==> src/rtl/bpd_pkg.sv <==
// Package of the blink pattern detector: widths, reset values, phase and register codes.
// No dependencies.
`timescale 1ns / 1ps

package bpd_pkg;

  localparam int TimeW    = 32;
  localparam int PeriodW  = 14;
  localparam int TolW     = 10;
  localparam int PhaseW   = 4;
  localparam int CfgDataW = 14;
  localparam int CfgIdxW  = 1;

  localparam logic [PeriodW-1:0] PeriodRst = 14'd500;
  localparam logic [TolW-1:0]    TolRst    = 10'd100;

  typedef enum logic [PhaseW-1:0] {
    PH_START     = 4'd0,
    PH_BKG_RESET = 4'd1,
    PH_SEARCH    = 4'd2,
    PH_OFF1      = 4'd3,
    PH_ON1       = 4'd4,
    PH_OFF2      = 4'd5,
    PH_ON2       = 4'd6,
    PH_OFF3_CAL  = 4'd7,
    PH_OFF3      = 4'd8,
    PH_ON3       = 4'd9,
    PH_FOUND     = 4'd10
  } phase_t;

  typedef enum logic [CfgIdxW-1:0] {
    CFG_PERIOD = 1'b0,
    CFG_TOL    = 1'b1
  } cfg_idx_t;

  function automatic phase_t phase_inc(phase_t p);
    logic [PhaseW-1:0] v;
    v = PhaseW'(p) + PhaseW'(1);
    return phase_t'(v);
  endfunction

endpackage

==> src/rtl/bpd_ifs.sv <==
// Valid/ready channel interfaces of the blink pattern detector: frame input and result output.
// Depends on bpd_pkg.
`timescale 1ns / 1ps

interface bpd_in_if;
  logic                        valid;
  logic                        ready;
  logic [bpd_pkg::TimeW-1:0]   frame_time_ms;
  logic                        target_seen;

  modport source (output valid, output frame_time_ms, output target_seen, input ready);
  modport sink   (input valid, input frame_time_ms, input target_seen, output ready);
endinterface

interface bpd_out_if;
  logic                        valid;
  logic                        ready;
  logic [bpd_pkg::PhaseW-1:0]  phase;
  logic                        calib_request;
  logic                        drone_found;
  logic                        past_search;

  modport source (output valid, output phase, output calib_request, output drone_found,
                  output past_search, input ready);
  modport sink   (input valid, input phase, input calib_request, input drone_found,
                  input past_search, output ready);
endinterface

==> src/rtl/blink_pattern_detector.sv <==
// Top level of the blink pattern detector: input register, phase update, result register.
// Depends on bpd_pkg and the channel interfaces in bpd_ifs.sv.
// An accepted transaction is held in the input register, then its result in the result register.
// Throughput: one transaction per cycle unless the result channel stalls; the phase and
//   edge-time update is a subtract and three compares against period +/- tolerance, combinational.
// Reset (synchronous, rst_n low): both stages empty, phase start, edge time zero,
//   period 500 ms, tolerance 100 ms.
`timescale 1ns / 1ps

module blink_pattern_detector (
  input  logic                           clk,
  input  logic                           rst_n,
  bpd_in_if.sink                         in_chan,
  bpd_out_if.source                      out_chan,
  input  logic                           cfg_we,
  input  logic [bpd_pkg::CfgIdxW-1:0]    cfg_idx,
  input  logic [bpd_pkg::CfgDataW-1:0]   cfg_wdata
);

  logic [bpd_pkg::PeriodW-1:0] period_r;
  logic [bpd_pkg::TolW-1:0]    tol_r;

  logic                        in_v_r;
  logic [bpd_pkg::TimeW-1:0]   in_time_r;
  logic                        in_seen_r;
  logic                        in_adv;

  bpd_pkg::phase_t             phase_r, phase_nxt;
  logic [bpd_pkg::TimeW-1:0]   edge_r, edge_nxt;
  logic                        calib_nxt;

  logic                        out_v_r;
  bpd_pkg::phase_t             out_phase_r;
  logic                        out_calib_r;
  logic                        out_found_r;
  logic                        out_past_r;

  logic [bpd_pkg::TimeW-1:0]   elapsed;
  logic [bpd_pkg::PeriodW:0]   hi;
  logic [bpd_pkg::PeriodW-1:0] lo;
  logic                        lo_neg;
  logic                        in_win;
  logic                        late;
  logic                        judge;
  logic                        want;
  bpd_pkg::phase_t             base;

  always_comb begin
    in_adv        = in_v_r && (!out_v_r || out_chan.ready);
    in_chan.ready = !in_v_r || in_adv;
  end

  always_comb begin
    elapsed = in_time_r - edge_r;
    hi      = {1'b0, period_r} + (bpd_pkg::PeriodW+1)'(tol_r);
    lo_neg  = bpd_pkg::PeriodW'(tol_r) > period_r;
    lo      = period_r - bpd_pkg::PeriodW'(tol_r);
    in_win  = (lo_neg || (elapsed > bpd_pkg::TimeW'(lo))) && (elapsed < bpd_pkg::TimeW'(hi));
    late    = elapsed > bpd_pkg::TimeW'(hi);
  end

  always_comb begin
    phase_nxt = phase_r;
    edge_nxt  = edge_r;
    calib_nxt = 1'b0;
    judge     = 1'b0;
    want      = 1'b0;
    base      = phase_r;
    unique case (phase_r)
      bpd_pkg::PH_START:     phase_nxt = bpd_pkg::PH_BKG_RESET;
      bpd_pkg::PH_BKG_RESET: phase_nxt = bpd_pkg::PH_SEARCH;
      bpd_pkg::PH_SEARCH: begin
        if (in_seen_r) begin
          phase_nxt = bpd_pkg::PH_OFF1;
          edge_nxt  = in_time_r;
        end
      end
      bpd_pkg::PH_OFF1, bpd_pkg::PH_OFF2, bpd_pkg::PH_OFF3: begin
        judge = 1'b1;
        want  = !in_seen_r;
      end
      bpd_pkg::PH_ON1, bpd_pkg::PH_ON2, bpd_pkg::PH_ON3: begin
        judge = 1'b1;
        want  = in_seen_r;
      end
      bpd_pkg::PH_OFF3_CAL: begin
        judge     = 1'b1;
        want      = !in_seen_r;
        base      = bpd_pkg::PH_OFF3;
        calib_nxt = 1'b1;
      end
      bpd_pkg::PH_FOUND:     phase_nxt = bpd_pkg::PH_FOUND;
      default:               phase_nxt = bpd_pkg::PH_START;
    endcase
    if (judge) begin
      priority if (want && in_win) begin
        phase_nxt = bpd_pkg::phase_inc(base);
        edge_nxt  = in_time_r;
      end else if (want || late) begin
        phase_nxt = bpd_pkg::PH_SEARCH;
      end else begin
        phase_nxt = base;
      end
    end
  end

  always_ff @(posedge clk) begin
    if (!rst_n) begin
      period_r <= bpd_pkg::PeriodRst;
      tol_r    <= bpd_pkg::TolRst;
    end else if (cfg_we) begin
      unique case (bpd_pkg::cfg_idx_t'(cfg_idx))
        bpd_pkg::CFG_PERIOD: period_r <= cfg_wdata;
        bpd_pkg::CFG_TOL:    tol_r    <= cfg_wdata[bpd_pkg::TolW-1:0];
      endcase
    end
  end

  always_ff @(posedge clk) begin
    if (!rst_n) begin
      in_v_r <= 1'b0;
    end else if (in_chan.ready) begin
      in_v_r <= in_chan.valid;
    end
  end

  always_ff @(posedge clk) begin
    if (in_chan.valid && in_chan.ready) begin
      in_time_r <= in_chan.frame_time_ms;
      in_seen_r <= in_chan.target_seen;
    end
  end

  always_ff @(posedge clk) begin
    if (!rst_n) begin
      phase_r <= bpd_pkg::PH_START;
      edge_r  <= '0;
      out_v_r <= 1'b0;
    end else if (in_adv) begin
      phase_r <= phase_nxt;
      edge_r  <= edge_nxt;
      out_v_r <= 1'b1;
    end else if (out_chan.ready) begin
      out_v_r <= 1'b0;
    end
  end

  always_ff @(posedge clk) begin
    if (in_adv) begin
      out_phase_r <= phase_nxt;
      out_calib_r <= calib_nxt;
      out_found_r <= (phase_nxt == bpd_pkg::PH_FOUND);
      out_past_r  <= (phase_nxt > bpd_pkg::PH_SEARCH);
    end
  end

  assign out_chan.valid         = out_v_r;
  assign out_chan.phase         = out_phase_r;
  assign out_chan.calib_request = out_calib_r;
  assign out_chan.drone_found   = out_found_r;
  assign out_chan.past_search   = out_past_r;

endmodule

==> src/flat_wrapper.sv <==
// flat-port wrapper written by rule: the top's interface ports become plain ports
module blink_pattern_detector_flat 
  (clk, rst_n, cfg_we, cfg_idx, cfg_wdata, in_chan_valid, in_chan_frame_time_ms, in_chan_target_seen, in_chan_ready, out_chan_valid, out_chan_phase, out_chan_calib_request, out_chan_drone_found, out_chan_past_search, out_chan_ready);
  bpd_in_if in_chan_i ();
  bpd_out_if out_chan_i ();
  input  logic clk;
  input  logic rst_n;
  input  logic cfg_we;
  input  logic [bpd_pkg::CfgIdxW-1:0] cfg_idx;
  input  logic [bpd_pkg::CfgDataW-1:0] cfg_wdata;
  input wire logic [$bits(in_chan_i.valid)-1:0] in_chan_valid;
  input wire logic [$bits(in_chan_i.frame_time_ms)-1:0] in_chan_frame_time_ms;
  input wire logic [$bits(in_chan_i.target_seen)-1:0] in_chan_target_seen;
  output wire logic [$bits(in_chan_i.ready)-1:0] in_chan_ready;
  output wire logic [$bits(out_chan_i.valid)-1:0] out_chan_valid;
  output wire logic [$bits(out_chan_i.phase)-1:0] out_chan_phase;
  output wire logic [$bits(out_chan_i.calib_request)-1:0] out_chan_calib_request;
  output wire logic [$bits(out_chan_i.drone_found)-1:0] out_chan_drone_found;
  output wire logic [$bits(out_chan_i.past_search)-1:0] out_chan_past_search;
  input wire logic [$bits(out_chan_i.ready)-1:0] out_chan_ready;
  assign in_chan_i.valid = in_chan_valid;
  assign in_chan_i.frame_time_ms = in_chan_frame_time_ms;
  assign in_chan_i.target_seen = in_chan_target_seen;
  assign in_chan_ready = in_chan_i.ready;
  assign out_chan_valid = out_chan_i.valid;
  assign out_chan_phase = out_chan_i.phase;
  assign out_chan_calib_request = out_chan_i.calib_request;
  assign out_chan_drone_found = out_chan_i.drone_found;
  assign out_chan_past_search = out_chan_i.past_search;
  assign out_chan_i.ready = out_chan_ready;
  blink_pattern_detector u_core (.clk(clk), .rst_n(rst_n), .in_chan(in_chan_i), .out_chan(out_chan_i), .cfg_we(cfg_we), .cfg_idx(cfg_idx), .cfg_wdata(cfg_wdata));
endmodule
==> config.mk <==
export PLATFORM = sky130hd
export DESIGN_NAME = blink_pattern_detector_flat
export DESIGN_NICKNAME = d
export VERILOG_FILES = /design/src/rtl/bpd_pkg.sv /design/src/rtl/bpd_ifs.sv /design/src/rtl/blink_pattern_detector.sv /design/src/flat_wrapper.sv
export SDC_FILE = /design/constraint.sdc
export NUM_CORES = 1
export LEC_CHECK = 0
export ABC_AREA = 1
export BUFFER_PORTS_ARGS = -buffer_cell sky130_fd_sc_hd__buf_2
export CAP_MARGIN = 30
export CORE_MARGIN = 8
export CORE_UTILIZATION = 40
export CTS_CLUSTER_DIAMETER = 200
export DETAILED_ROUTE_END_ITERATION = 6
export PLACE_DENSITY_LB_ADDON = 0.15
export SLEW_MARGIN = 15
export SYNTH_ARGS = -nofsm -noshare
export SYNTH_HDL_FRONTEND = slang
export SYNTH_SLANG_ARGS = --single-unit
==> constraint.sdc <==
create_clock -name clk -period 4.3 [get_ports clk]
set_input_delay 0.645 -clock clk [delete_from_list [all_inputs] [get_ports clk]]
set_output_delay 0.645 -clock clk [all_outputs]
set_load 0.05 [all_outputs]
==> impl_metrics.ini, run 1 <==
[clock_tree]
cts_tree = built
cts_buffers = 9
cts_buffer_depth = 2
clock-sinks = 102
ctsHoldBuffers = 0
h-tree-depth = 3
clkLatencyLatePin_ps = 350
path_clk_slew_ps = 70
cts-root-buf = clkbuf_16

[timing]
worst_pin_slew_ps = 634
worst_slack_ps = 202
hold_violations = 0
relSlewSlack_pct = 57.6
setup_tns_ps = 0
drv_slew = 0
rsz0062_at_grt = true
final.min_clock_period_ps = 4100
setup_viol = 0
post-route-period-util_pct = 95.3
timing.fmax_mhz = 244
skew_ps = 9.40

[drt]
postRouteAntennaNets = 0
routed-via-count = 8292
wl_mm = 23.3
wire_per_inst_um = 14.0
firstDrtPassIters = 4
drcViolationCount = 0
drtIter0Drc = 357
via_per_inst = 4.97

[worst_setup_path]
cp_max_fo = 26
worstPathRequired_ps = 4520
worst_setup_path_end_kind = flip-flop
path_common_cell = nand2_1
arrival_ps = 4310
worstSetupPathType = reg -> reg
cp-start-kind = flip-flop
max_stage_delay_ps = 380
slowest_stage = fa_2

[place]
hpwl_mm = 18.2
io_buffers = 61
gp_congestion = 0.886
dp_slack_ps = -5.76
place_inst = 1647

[synth]
syn_avg_cell_area_um2 = 6.71
synth_xor_area_share_pct = 3.54
async_reset_ff_share_pct = 0
syn_inst = 1329
synth_top_family_by_area = simple AND/OR/NAND/NOR gates
synth_nets = 1467
yosys.area_share.simple_pct = 30.8
synth.area.mux_share_pct = 0.112
ys.flop_type = dfxtp_1
synth_compound_area_share_pct = 15.1
ys_warn_count = 0
synthAdderAreaFrac_pct = 12.2
synth.distinct_cells = 45
seq_area_frac_synth_pct = 27.4
ys_ff_latch = 102
synth_edf_count = 40
synth_area_mm2 = 0.00892

[floorplanning]
initial_utilization_pct = 40.9
rows = 54
dieWidth_um = 165
pin_count = 62
die-area_mm2 = 0.0273
fp.dieH_um = 165
coreArea_mm2 = 0.0218

[power]
powerDensity_mw_per_mm2 = 280
p_total_mw = 2.79
p_leak_nw = 5.04
ir_worst_vdd_uv = 174

[grt]
grt_pass1_vias = 8063
overflow = 0
antenna_found_initial = 0
grt_pass1_wl_mm = 38.4
grt_use_total_pct = 17.4
grt_max_degree = 39

[job]
cap_violations = 0

[cells_and_area]
layout.nets = 1520
instances_no_fill = 1667
diodes = 0
drive_gt1_share_pct = 14.1
postLayoutCoreUtil_pct = 45.7
area_delta_synth_final_pct = 11.8

[run_status]
status = finished, final reports clean

[hold_path]
hold_class = in -> reg
[Yosys cell counts (2+ instances only)]
| library cell | count | share of area (%) |
|---|---|---|
| xor2_1 | 30 | 2.9 |
| o21bai_1 | 7 | 0.59 |
| buf_6 | 5 | 0.63 |
| nor2_1 | 83 | 3.5 |
| nand2_1 | 410 | 17 |
| o211ai_1 | 17 | 1.4 |
| o221ai_1 | 2 | 0.20 |
| nor2_2 | 8 | 0.56 |
| fa_1 | 3 | 0.67 |
| nand3_1 | 72 | 4.0 |
| nand2_2 | 23 | 1.6 |
| ha_1 | 82 | 12 |
| nand3_2 | 3 | 0.34 |
| xnor2_1 | 6 | 0.59 |
| nor3_1 | 12 | 0.67 |
| dfxtp_1 | 62 | 14 |
| edfxtp_1 | 40 | 13 |
| clkinv_1 | 3 | 0.13 |
| o21ai_0 | 58 | 3.3 |
| a31oi_1 | 5 | 0.35 |
| a21oi_1 | 88 | 4.9 |
| and2_1 | 4 | 0.28 |
| nand4_1 | 19 | 1.3 |
| inv_2 | 11 | 0.46 |
| a21oi_2 | 10 | 0.98 |
| inv_1 | 195 | 8.2 |
| nor3_2 | 3 | 0.34 |
| o21a_1 | 2 | 0.17 |
| clkbuf_1 | 20 | 0.84 |
| nand3b_1 | 6 | 0.51 |
| o211ai_2 | 19 | 2.7 |
| buf_2 | 8 | 0.45 |
[what timing repair did]
action                                 in CTS  in global routing
pin swaps                                   0                 17
resized for setup                           1                 32
endpoints found under the hold margin       0                  0
cloned                                      0                  1
buffers inserted                            0                  3
setup endpoints to repair                  13                 42
[critical path, delay by kind of cell (launching register included)]
kind                       cells  cell delay (ps)
buffers and inverters          3              260
adders and majority gates      3              820
DFF                            1              370
AOI/OAI and AO/OA              7             1180
xor gates and xnor gates       1               80
and+or+nand+nor               13             1220
[layout by cell type, fill, tap and decap left out, types with 15 or more instances in the layout]
master | netlist | layout
buf_2 | 8 | 61
a21oi_1 | 88 | 84
o211ai_1 | 17 | 17
nor2_1 | 83 | 81
inv_2 | 11 | 15
nand3_1 | 72 | 70
inv_1 | 195 | 191
ha_1 | 82 | 79
dfxtp_1 | 62 | 60
nand2_1 | 410 | 405
o211ai_2 | 19 | 19
nand4_1 | 19 | 19
edfxtp_1 | 40 | 40
o21ai_0 | 58 | 57
nand2_2 | 23 | 27
xor2_1 | 30 | 30
[sequential cells by signal, indices dropped and copies added (netlist names)]
signal / count
u_core.tol_r: 10
u_core.out_chan.phase: 4
u_core.out_chan.past_search: 1
u_core.in_seen_r: 1
u_core.out_chan.valid: 1
u_core.in_time_r: 32
u_core.edge_r: 32
u_core.in_v_r: 1
u_core.out_chan.calib_request: 1
u_core.out_chan.drone_found: 1
u_core.period_r: 14
u_core.phase_r: 4
[stage by stage]
stage | hold slack (ps) | area (um2)
6_report | 462 | 9970
3_3_place_gp | 453 | 9480
2_1_floorplan | 445 | 8920
5_1_grt | 450 | 9970
4_1_cts | 447 | 9800
3_5_place_dp | 457 | 9530
[cell type report]
type | count | area, um2
fill | 2272 | 11900
multi-input combinational | 983 | 5620
sequential | 102 | 2450
inverter | 209 | 785
timing repair buffer | 77 | 500
tap | 280 | 350
clock buffer | 12 | 246
clock inverter | 4 | 23.8
[cells by family after synthesis]
logic type,count (synthesis)
AOI/OAI and AO/OA,214
xor gates and xnor gates,36
adders and majority gates,85
buffers and inverters,244
DFF,102
muxes,1
and+or+nand+nor,647
[path summary, 6_finish.rpt]
path	endpoint	start	slack, ps	depth (start not counted)
worst min-delay path	u_core.in_time_r[0]$_DFFE_PP_	in_chan_frame_time_ms[0]	460	1
worst max register to register	u_core.edge_r[5]$_SDFFE_PN0P_	u_core.tol_r[0]$_SDFFE_PN0P_	200	27
worst max-delay path	u_core.edge_r[5]$_SDFFE_PN0P_	u_core.tol_r[0]$_SDFFE_PN0P_	200	27
worst min register to register	u_core.edge_r[3]$_SDFFE_PN0P_	u_core.edge_r[3]$_SDFFE_PN0P_	460	2
[power breakdown]
part           internal, mW  switching [mW]
registers              1.05          0.0377
clock network         0.407           0.374
logic                 0.333           0.586
[metal layers]
| metal | up-vias | track usage [%] | part of all wire (%) |
|---|---|---|---|
| li1 | 4396 | - | - |
| met1 | 3747 | 20.7 | 46 |
| met2 | 112 | 31.3 | 48 |
| met3 | 37 | 2.45 | 2.7 |
| met4 | 0 | 5.88 | 2.4 |
| met5 | - | 0 | 0 |
Note: power is estimated with default switching activity, not from simulation.
==> inputs of run 2 (changes only) <==
--- a/config.mk
+++ b/config.mk
@@ -8,7 +8,6 @@
 export ABC_AREA = 1
 export BUFFER_PORTS_ARGS = -buffer_cell sky130_fd_sc_hd__buf_2
 export CAP_MARGIN = 30
-export CORE_MARGIN = 8
 export CORE_UTILIZATION = 40
 export CTS_CLUSTER_DIAMETER = 200
 export DETAILED_ROUTE_END_ITERATION = 6
==> run 2 against run 1 <==
Non-clock buffer count up 7; power up 1.1%; clock power up 5.5%; clock skew about the same; utilization up 0.60 points; die area down 16%; critical path type unchanged; critical endpoint is now u_core.edge_r[11]$_SDFFE_PN0P_; largest power group unchanged.
==> impl_metrics.ini, run 2 (synthesis gave the netlist of run 1 again) <==
[run_status]
status = finished, final reports clean

[floorplanning]
pin_count = 62
rows = 54
fp.dieH_um = 151
dieWidth_um = 151
die-area_mm2 = 0.0229
coreArea_mm2 = 0.0218
initial_utilization_pct = 40.9

[hold_path]
hold_class = in -> reg

[cells_and_area]
instances_no_fill = 1674
area_delta_synth_final_pct = 13.2
layout.nets = 1527
drive_gt1_share_pct = 14.6
ff_latch_area_mm2 = 0.00245
final_cell_mix = nand2_1, inv_1, a21oi_1
fillers = 2268
diodes = 0
multi_input_area_mm2 = 0.00560
reg.largest.list = u_core.edge_r x32, u_core.in_time_r x32, u_core.period_r x14
layout_commonest_cell = nand2_1

[drt]
via_per_inst = 4.93
routed-via-count = 8247
drcViolationCount = 0
firstDrtPassIters = 7
wl_mm = 23.4
postRouteAntennaNets = 0
drtIter0Drc = 437
wire_per_inst_um = 14.0

[worst_setup_path]
worst_setup_path_end_kind = flip-flop
worstSetupPathType = reg -> reg
path_common_cell = nand2_1
worstPathRequired_ps = 4520
reg2reg_setup_slack_ps = 200
cpLargestDelayFamily = simple AND/OR/NAND/NOR gates
max_stage_delay_ps = 390
arrival_ps = 4320
slowest_stage = fa_2
cp_num_buf_inv = 4
cp-start-kind = flip-flop
cp_max_fo = 6

[timing]
relSlewSlack_pct = 57.6
skew_ps = 9.22
worst_slack_ps = 199
setup_viol = 0
final.min_clock_period_ps = 4100
hold_violations = 0
timing.fmax_mhz = 244
drv_slew = 0
post-route-period-util_pct = 95.4
rsz0062_at_grt = true
worst_pin_slew_ps = 634

[grt]
grt_pass1_wl_mm = 37.6
grt_max_degree = 37
antenna_found_initial = 0
overflow = 0
grt_pass1_vias = 7788
grt_use_total_pct = 20.8

[job]
cap_violations = 0

[place]
dp_slack_ps = 26.0
hpwl_mm = 17.8
gp_congestion = 0.895
io_buffers = 61
place_inst = 1645

[power]
p_leak_nw = 5.13
powerDensity_mw_per_mm2 = 280
ir_worst_vdd_uv = 202

[clock_tree]
clock-sinks = 102
cts_tree = built
h-tree-depth = 3
cts_buffers = 9
ctsHoldBuffers = 0
path_clk_slew_ps = 70
cts-root-buf = clkbuf_16
cts_buffer_depth = 2
clkLatencyLatePin_ps = 360
==> run 2: final timing paths <==
check,from,to,cells past startpoint
setup reg to reg,u_core.tol_r[0]$_SDFFE_PN0P_,u_core.edge_r[11]$_SDFFE_PN0P_,28
setup / recovery,u_core.tol_r[0]$_SDFFE_PN0P_,u_core.edge_r[11]$_SDFFE_PN0P_,28
hold reg to reg,u_core.edge_r[5]$_SDFFE_PN0P_,u_core.edge_r[5]$_SDFFE_PN0P_,2
hold / removal,in_chan_target_seen,u_core.in_seen_r$_DFFE_PP_,1
==> run 2: cell type report <==
type,instances,share of cell area [%]
well taps,280,3.47
multi-input cells,983,55.4
clock buffers,12,2.34
inverters,209,7.77
flip-flops and latches,102,24.2
repair buffers,84,6.27
clock inverters,4,0.471
==> run 2: worst reg2reg max path, delay by kind of cell, from the launching register on <==
kind,cells,cell delay [ps]
XOR/XNOR,1,80
flip-flops,1,370
buffers and inverters,4,400
AO/OA/AOI/OAI,7,1080
AND/OR/NAND/NOR,13,1200
adder cells (fa/ha/maj),3,840
==> run 2: where the power goes <==
part | internal, mW | switching (mW)
Sequential | 1.05 | 0.0383
Clock | 0.451 | 0.373
Combinational | 0.330 | 0.576
Total | 1.84 | 0.988
==> run 2: stage by stage <==
| stage | cell area [um2] | setup TNS (ps) | total power, mW | util, % | hold slack (ps) |
|---|---|---|---|---|---|
| CTS | 9850 | 0 | 2.84 | 45.1 | 453 |
| global route | 10100 | -2410 | 3.03 | 46.3 | 445 |
| finish | 10100 | 0 | 2.82 | 46.3 | 463 |
| global placement | 9460 | 0 | 1.98 | 43.4 | 453 |
| detailed placement | 9510 | 0 | 2.00 | 43.6 | 456 |
| floorplan | 8920 | 0 | 1.77 | - | 445 |
==> run 2: what timing repair did <==
action / in CTS / in global routing
pin swaps: 2 / 27
setup endpoints to repair: 3 / 42
gates resized for setup: 2 / 30
gates cloned: 1 / 5
buffers inserted: 2 / 5
==> run 2: per-layer routing <==
layer / vias up / part of all wire [%] / track usage, %
li1: 4399 / - / -
met1: 3691 / 45 / 24.7
met2: 123 / 49 / 37.9
met3: 34 / 2.7 / 2.92
met4: 0 / 2.7 / 7.50
met5: - / 0 / 0
